--- config.mk ---
export PLATFORM = sky130hd
export DESIGN_NAME = vmtm_scan
export DESIGN_NICKNAME = d
export VERILOG_FILES = /design/src/sv/vmtm_pkg.sv /design/src/sv/vmtm_scan.sv
export SDC_FILE = /design/constraint.sdc
export NUM_CORES = 1
export LEC_CHECK = 0
export ABC_AREA = 1
export BUFFER_PORTS_ARGS = -buffer_cell sky130_fd_sc_hd__clkbuf_2
export CAP_MARGIN = 20
export CORE_UTILIZATION = 40
export DETAILED_ROUTE_END_ITERATION = 8
export SYNTH_ARGS = -nofsm -noshare
export SYNTH_HDL_FRONTEND = slang
export SYNTH_SLANG_ARGS = --single-unit
--- constraint.sdc ---
create_clock -name clk -period 4.1 [get_ports clk]
set_clock_uncertainty 0.05 [all_clocks]
set_input_delay 0.205 -clock clk [delete_from_list [all_inputs] [get_ports clk]]
set_output_delay 0.205 -clock clk [all_outputs]
set_load 0.02 [all_outputs]
--- src/sv/vmtm_pkg.sv ---
`timescale 1ns / 1ps
// ----------------------------------------------------------------------------
// vmtm_pkg
// shared types, codes and reset values of the video mode table matcher
// ----------------------------------------------------------------------------
package vmtm_pkg;

	localparam int unsigned TABLE_DEPTH_DEF     = 64;
	localparam int unsigned CANDIDATE_LIMIT_DEF = 128;

	// register reset values
	localparam logic [19:0] LINK_SPLIT_RST = 20'd165000;
	localparam logic [15:0] VERT_WIN_RST   = 16'h100;
	localparam logic [15:0] HORIZ_WIN_RST  = 16'h10;

	// register indexes (byte address / 4)
	localparam logic [1:0] REG_LINK_SPLIT = 2'd0;
	localparam logic [1:0] REG_VERT_WIN   = 2'd1;
	localparam logic [1:0] REG_HORIZ_WIN  = 2'd2;

	// commands
	localparam logic [1:0] CMD_CLEAR  = 2'd0;
	localparam logic [1:0] CMD_APPEND = 2'd1;
	localparam logic [1:0] CMD_LOOKUP = 2'd2;

	// link modes
	localparam logic [1:0] LINK_SINGLE = 2'd0;
	localparam logic [1:0] LINK_DUAL   = 2'd1;

	// entry stereo modes
	localparam logic [1:0] STEREO_MONO = 2'd0;
	localparam logic [1:0] STEREO_ONLY = 2'd1;
	localparam logic [1:0] STEREO_BOTH = 2'd2;

	typedef enum logic [2:0] {
		STAT_DONE     = 3'd0,
		STAT_MATCH    = 3'd1,
		STAT_NO_VIDEO = 3'd2,
		STAT_NO_MATCH = 3'd3,
		STAT_FULL     = 3'd4
	} status_t;

	typedef enum logic [1:0] {
		ST_IDLE,
		ST_SCAN,
		ST_DRAIN,
		ST_RESULT
	} fsm_state_t;

	// one table entry as stored in the entry memory
	typedef struct packed {
		logic [15:0] hsync;
		logic [15:0] vert;
		logic [15:0] horiz;
		logic [15:0] margin;
		logic [15:0] id;
		logic [1:0]  stereo;
		logic [19:0] pclk;
	} entry_t;

	// measured values of a lookup
	typedef struct packed {
		logic [15:0] hsync;
		logic [15:0] vert;
		logic [15:0] horiz;
		logic        stereo_seen;
		logic [1:0]  link_mode;
	} key_t;

	typedef struct packed {
		logic [19:0] link_split;
		logic [15:0] vert_win;
		logic [15:0] horiz_win;
	} cfg_t;

endpackage

--- src/sv/vmtm_scan.sv ---
`timescale 1ns / 1ps
// ----------------------------------------------------------------------------
// vmtm_scan
// per-entry filter and window check, candidate count and best tracking
// ----------------------------------------------------------------------------
module vmtm_scan import vmtm_pkg::*; #(
	parameter int unsigned TABLE_DEPTH     = TABLE_DEPTH_DEF,
	parameter int unsigned CANDIDATE_LIMIT = CANDIDATE_LIMIT_DEF,
	localparam int unsigned IDX_W = (TABLE_DEPTH > 1) ? $clog2(TABLE_DEPTH) : 1
) (
	input  logic             clk,
	input  logic             arst_n,
	input  logic             start,
	input  logic             rd_en,
	input  logic [IDX_W-1:0] rd_idx,
	input  entry_t           rdata,
	input  key_t             key,
	input  cfg_t             cfg,
	output logic             busy,
	output logic             found,
	output logic [IDX_W-1:0] best_idx,
	output logic [15:0]      best_id
);

	localparam int unsigned CAND_W = $clog2(CANDIDATE_LIMIT + 1);

	// stage 1: read data present
	logic             v_s1;
	logic [IDX_W-1:0] idx_s1;

	logic        pass_link, pass_stereo;
	logic        in_vert, in_hsync, in_horiz;
	logic [15:0] dv, ds, dh;

	// stage 2: evaluated entry
	logic             v_s2;
	logic             filt_s2;
	logic             win_s2;
	logic [15:0]      dv_s2, ds_s2, dh_s2;
	logic [IDX_W-1:0] idx_s2;
	logic [15:0]      id_s2;

	logic [CAND_W-1:0] cand_q;
	logic              found_q;
	logic [15:0]       bv_q, bs_q, bh_q;
	logic [IDX_W-1:0]  best_idx_q;
	logic [15:0]       best_id_q;

	always_ff @(posedge clk or negedge arst_n) begin
		if (!arst_n) begin
			v_s1 <= 1'b0;
			v_s2 <= 1'b0;
		end else begin
			v_s1 <= rd_en;
			v_s2 <= v_s1;
		end
	end

	always_ff @(posedge clk) begin
		idx_s1 <= rd_idx;
	end

	always_comb begin
		case (key.link_mode)
			LINK_SINGLE: pass_link = (rdata.pclk <= cfg.link_split);
			LINK_DUAL:   pass_link = (rdata.pclk > cfg.link_split);
			default:     pass_link = 1'b1;
		endcase

		case (rdata.stereo)
			STEREO_MONO: pass_stereo = !key.stereo_seen;
			STEREO_ONLY: pass_stereo = key.stereo_seen;
			STEREO_BOTH: pass_stereo = 1'b1;
			default:     pass_stereo = 1'b0;
		endcase

		// half-open: e - w <= m < e + w
		in_vert = ({1'b0, rdata.vert} <= {1'b0, key.vert} + {1'b0, cfg.vert_win}) &&
		          ({1'b0, rdata.vert} + {1'b0, cfg.vert_win} > {1'b0, key.vert});
		// closed: m - margin <= e <= m + margin
		in_hsync = ({1'b0, rdata.hsync} + {1'b0, rdata.margin} >= {1'b0, key.hsync}) &&
		           ({1'b0, rdata.hsync} <= {1'b0, key.hsync} + {1'b0, rdata.margin});
		in_horiz = ({1'b0, rdata.horiz} <= {1'b0, key.horiz} + {1'b0, cfg.horiz_win}) &&
		           ({1'b0, rdata.horiz} + {1'b0, cfg.horiz_win} > {1'b0, key.horiz});

		dv = (rdata.vert > key.vert)   ? rdata.vert - key.vert   : key.vert - rdata.vert;
		ds = (rdata.hsync > key.hsync) ? rdata.hsync - key.hsync : key.hsync - rdata.hsync;
		dh = (rdata.horiz > key.horiz) ? rdata.horiz - key.horiz : key.horiz - rdata.horiz;
	end

	always_ff @(posedge clk) begin
		filt_s2 <= pass_link && pass_stereo;
		win_s2  <= in_vert && in_hsync && in_horiz;
		dv_s2   <= dv;
		ds_s2   <= ds;
		dh_s2   <= dh;
		idx_s2  <= idx_s1;
		id_s2   <= rdata.id;
	end

	// candidates beyond the limit are ignored; strict compare keeps earliest on ties
	always_ff @(posedge clk or negedge arst_n) begin
		if (!arst_n) begin
			cand_q  <= '0;
			found_q <= 1'b0;
		end else if (start) begin
			cand_q  <= '0;
			found_q <= 1'b0;
		end else if (v_s2 && filt_s2 && (cand_q < CAND_W'(CANDIDATE_LIMIT))) begin
			cand_q <= cand_q + 1'b1;
			if (win_s2 && (!found_q || ({dv_s2, ds_s2, dh_s2} < {bv_q, bs_q, bh_q}))) begin
				found_q <= 1'b1;
			end
		end
	end

	always_ff @(posedge clk) begin
		if (!start && v_s2 && filt_s2 && (cand_q < CAND_W'(CANDIDATE_LIMIT)) && win_s2 &&
		    (!found_q || ({dv_s2, ds_s2, dh_s2} < {bv_q, bs_q, bh_q}))) begin
			bv_q       <= dv_s2;
			bs_q       <= ds_s2;
			bh_q       <= dh_s2;
			best_idx_q <= idx_s2;
			best_id_q  <= id_s2;
		end
	end

	assign busy     = v_s1 || v_s2;
	assign found    = found_q;
	assign best_idx = best_idx_q;
	assign best_id  = best_id_q;

endmodule

==> flow_summary_export.csv <==
group,metric,value,unit
power,p_leak,0.0109,uW
job,maxCapViolations,0,
floorplan,core-area,0.0434,sq mm
worst_setup_path,arrival,3300,ps
layout,synthToLayoutAreaGrowth,14.6,%
route,wl_met1,21.9,mm
grt,antenna_found_initial,1,
yosys,synth.distinct_cells,55,
grt,grt_use_total,0.208,
route,routed.top_layer,"met4",
power,pwr-share-clk,0.261,
clock_tree,clk_latency,440,ps
clock_tree,cts_sinks,159,
power,pwr-share-comb,0.426,
yosys,synth_edf_count,70,
yosys,ys_ff_latch,159,
layout,drive_above_1_share,0.118,
route,vias_per_cell,4.96,
sta,fmaxAchievable,336,MHz
clock_tree,numCtsBuffers,17,
layout,nets,3219,
route,route.detailed.drc,0,
power,pwr_density_cell,303,mW/mm^2
floorplan,rows,76,
floorplan,start_util,0.409,
worst_setup_path,crit_top_cell,"nand2_1",
sta,tightest_slew,589,ps
min_path,hold_path.class,"primary input to flip-flop",
clock_tree,htreeDepth,4,
power,p_seq_frac,0.313,
grt,grt_max_degree,49,
clock_tree,post_cts.repair.setup_buffers,0,
yosys,ys.flop_type,"dfxtp_1",
yosys,syn_inst,2394,
yosys,syn-cell-area,0.0177,sq mm
placed_design,place_hpwl,40.9,mm
power,p_sw_frac,0.390,
yosys,ys_warn_count,0,
route,drtIter0Drc,713,
worst_setup_path,cp-start-kind,"primary input",
worst_setup_path,critPathMaxStageDelay,440,ps
worst_setup_path,endpoint_kind,"flip-flop",
yosys,seq_area_frac_synth,0.222,
yosys,syn_nets,2974,
placed_design,finalWeightedCongestion,0.921,
route,drtPass1Iterations,5,
route,met3_length,1.92,mm
sta,fin_setup_tns,0,ps
placed_design,port_buffers,238,
worst_setup_path,path_cells,"clkbuf_2 -> ha_1 -> nand2_1 -> o21ai_0 -> a21oi_1 -> o21ai_0 -> a21oi_1 -> xor2_1 -> ha_1 -> nand2_1 -> nor4_1 -> nand3_1 -> nand2_1 -> nor2_1 -> nand2_1 -> nand2_1 -> inv_1 -> nand3_1 -> nor2_1",
worst_setup_path,required,4420,ps
floorplan,boundaryPins,239,
sta,rsz0062_at_grt,"no",
power,switchingPower,2410,uW
grt,grt_pass1_wl,75.1,mm
sta,layout_setup_ws,1120,ps
sta,slew_viol_final,0,
route,wire_per_inst,14.5,microns
worst_setup_path,critPathSlowestCell,"o21ai_0",
worst_setup_path,critPathMaxFanout,4,
clock_tree,ctsLongestPathBuffers,2,
floorplan,die_x,213,microns
floorplan,dieArea,0.0452,sq mm
clock_tree,root_buffer,"clkbuf_16",
route,drtAntennaViolNets,0,
power,ir_drop,0.300,mV
route,via_count,16100,
clock_tree,clk_pin_slew_worst_paths,70,ps
sta,min_period,2980,ps
grt,grt_overflow,0,
run_status,outcome,"completed",
floorplan,die_h,213,microns
route,dr_wl_met2,22.2,mm
sta,period_share,0.726,
sta,setup_viol,0,
yosys,synthArstFlopShare,0.0692,
route,wl,46.9,mm
grt,grt_pass1_vias,15400,
clock_tree,cts_tree,"yes",
layout,n_fill_cell,4417,
power,intPower,3760,uW
sta,slew_headroom,0.603,
worst_setup_path,worstSetupPathType,"primary input to flip-flop",
sta,hold_violations,0,
yosys,syn_avg_cell_area,7.41,sq um
placed_design,place_ws,686,ps
[cells in the mapped netlist, types with 17 or more instances]
| master | instances | area [sq um] |
|---|---|---|
| a21oi_1 | 230 | 1150 |
| a21o_1 | 19 | 143 |
| o21ai_1 | 20 | 100 |
| dfxtp_1 | 78 | 1560 |
| inv_1 | 376 | 1410 |
| xor2_1 | 116 | 1020 |
| buf_2 | 22 | 110 |
| xnor2_1 | 46 | 403 |
| nor2_1 | 128 | 480 |
| nand4_1 | 22 | 138 |
| ha_1 | 353 | 4420 |
| nand2_1 | 544 | 2040 |
| o21ai_0 | 88 | 440 |
| edfxtp_1 | 70 | 2100 |
| nand3_1 | 91 | 455 |
| nor3_1 | 31 | 155 |
| a31oi_1 | 17 | 106 |
[area by class of cell]
class / count / area [sq um] / share of cell area
multi-input combinational: 1816 / 12100 / 0.597
sequential: 159 / 3940 / 0.194
timing repair buffer: 264 / 1460 / 0.0719
inverter: 381 / 1430 / 0.0705
tap: 585 / 732 / 0.0360
clock buffer: 17 / 425 / 0.0209
clock inverter: 15 / 196 / 0.00967
antenna: 1 / 2.50 / 0.000123
[repair_timing]
action / in CTS / in global routing
hold endpoints to repair: 35 / 0
resized for setup: 0 / 0
hold buffers: 25 / 0
[metal layers]
metal,GRT usage,vias to the layer above
met3,0.0195,51
met5,0,-
li1,-,8409
met2,0.366,370
met4,0.0588,0
met1,0.269,7223
[cells in the final DEF, fill, tap and decap left out, drive strengths merged, types with 8 or more instances in the layout]
cell and instances:
nand2 554, inv 387, ha 353, clkbuf 255
a21oi 238, nor2 128, o21ai 117, xor2 116
nand3 91, dfxtp 78, edfxtp 70, xnor2 46
nor3 31, dlygate4sd3 25, nand4 22, a21o 19
a31oi 17, o21bai 16, fa 12, dfrtp 11
nor4 8
[cells by family after synthesis]
group | after synthesis | synth area share
simple gates | 850 | 0.199
compound gates | 437 | 0.142
flops | 159 | 0.222
buf+inv | 419 | 0.0937
fa+ha+maj | 365 | 0.263
xor+xnor | 162 | 0.0800
mux | 2 | 0.00113
[critical path: cells and delay by family]
family          cells  cell delay, ps
compound gates      4            1140
simple gates       10             950
fa+ha+maj           2             620
buf+inv             2             210
xor+xnor            1             170
[sequential cells by signal, indices dropped and copies added, names as in the netlist]
name      count
best_id      16
best_idx      6
bh_q         16
bs_q         16
bv_q         16
cand_q        8
dh_s2        16
ds_s2        16
dv_s2        16
filt_s2       1
found         1
id_s2        16
idx_s1        6
idx_s2        6
v_s1          1
v_s2          1
win_s2        1
[path summary, 6_finish.rpt]
kind                                         from                    end  slack [ps]  cells after the start
worst min-delay path                    rdata[20]        filt_s2$_DFF_P_          20                      3
min in group asynchronous                  arst_n  cand_q[7]$_DFFE_PN0P_         140                      2
worst min register to register  idx_s1[2]$_DFF_P_      idx_s2[2]$_DFF_P_         280                      0
max in group asynchronous                  arst_n  cand_q[2]$_DFFE_PN0P_        3630                      2
worst max register to register  bv_q[1]$_DFFE_PP_      bh_q[5]$_DFFE_PP_        1260                     14
worst max-delay path                       key[5]         win_s2$_DFF_P_        1120                     19
[power by group through the flow]
| stage | Combinational [uW] | Clock, uW | Sequential, uW |
|---|---|---|---|
| after CTS | 2640 | 1670 | 1930 |
| after floorplan | 1910 | 0 | 1940 |
| final | 2630 | 1610 | 1930 |
| after detailed placement | 2610 | 0 | 1970 |
| after global routing | 3020 | 1720 | 1940 |
| after global placement | 2570 | 0 | 1960 |
[per-stage QoR]
stage	power, uW	utilization	hold slack, ps	cells	cell area (sq um)
finish	6170	0.469	17.7	3238	20300
global route	6690	0.469	19.4	3238	20300
CTS	6240	0.469	7.58	3237	20300
detailed placement	4580	0.448	58.1	3180	19400
global placement	4530	0.448	45.7	3180	19400
floorplan	3850	-	-141	2394	17700
(Power assumes the default switching activity.)
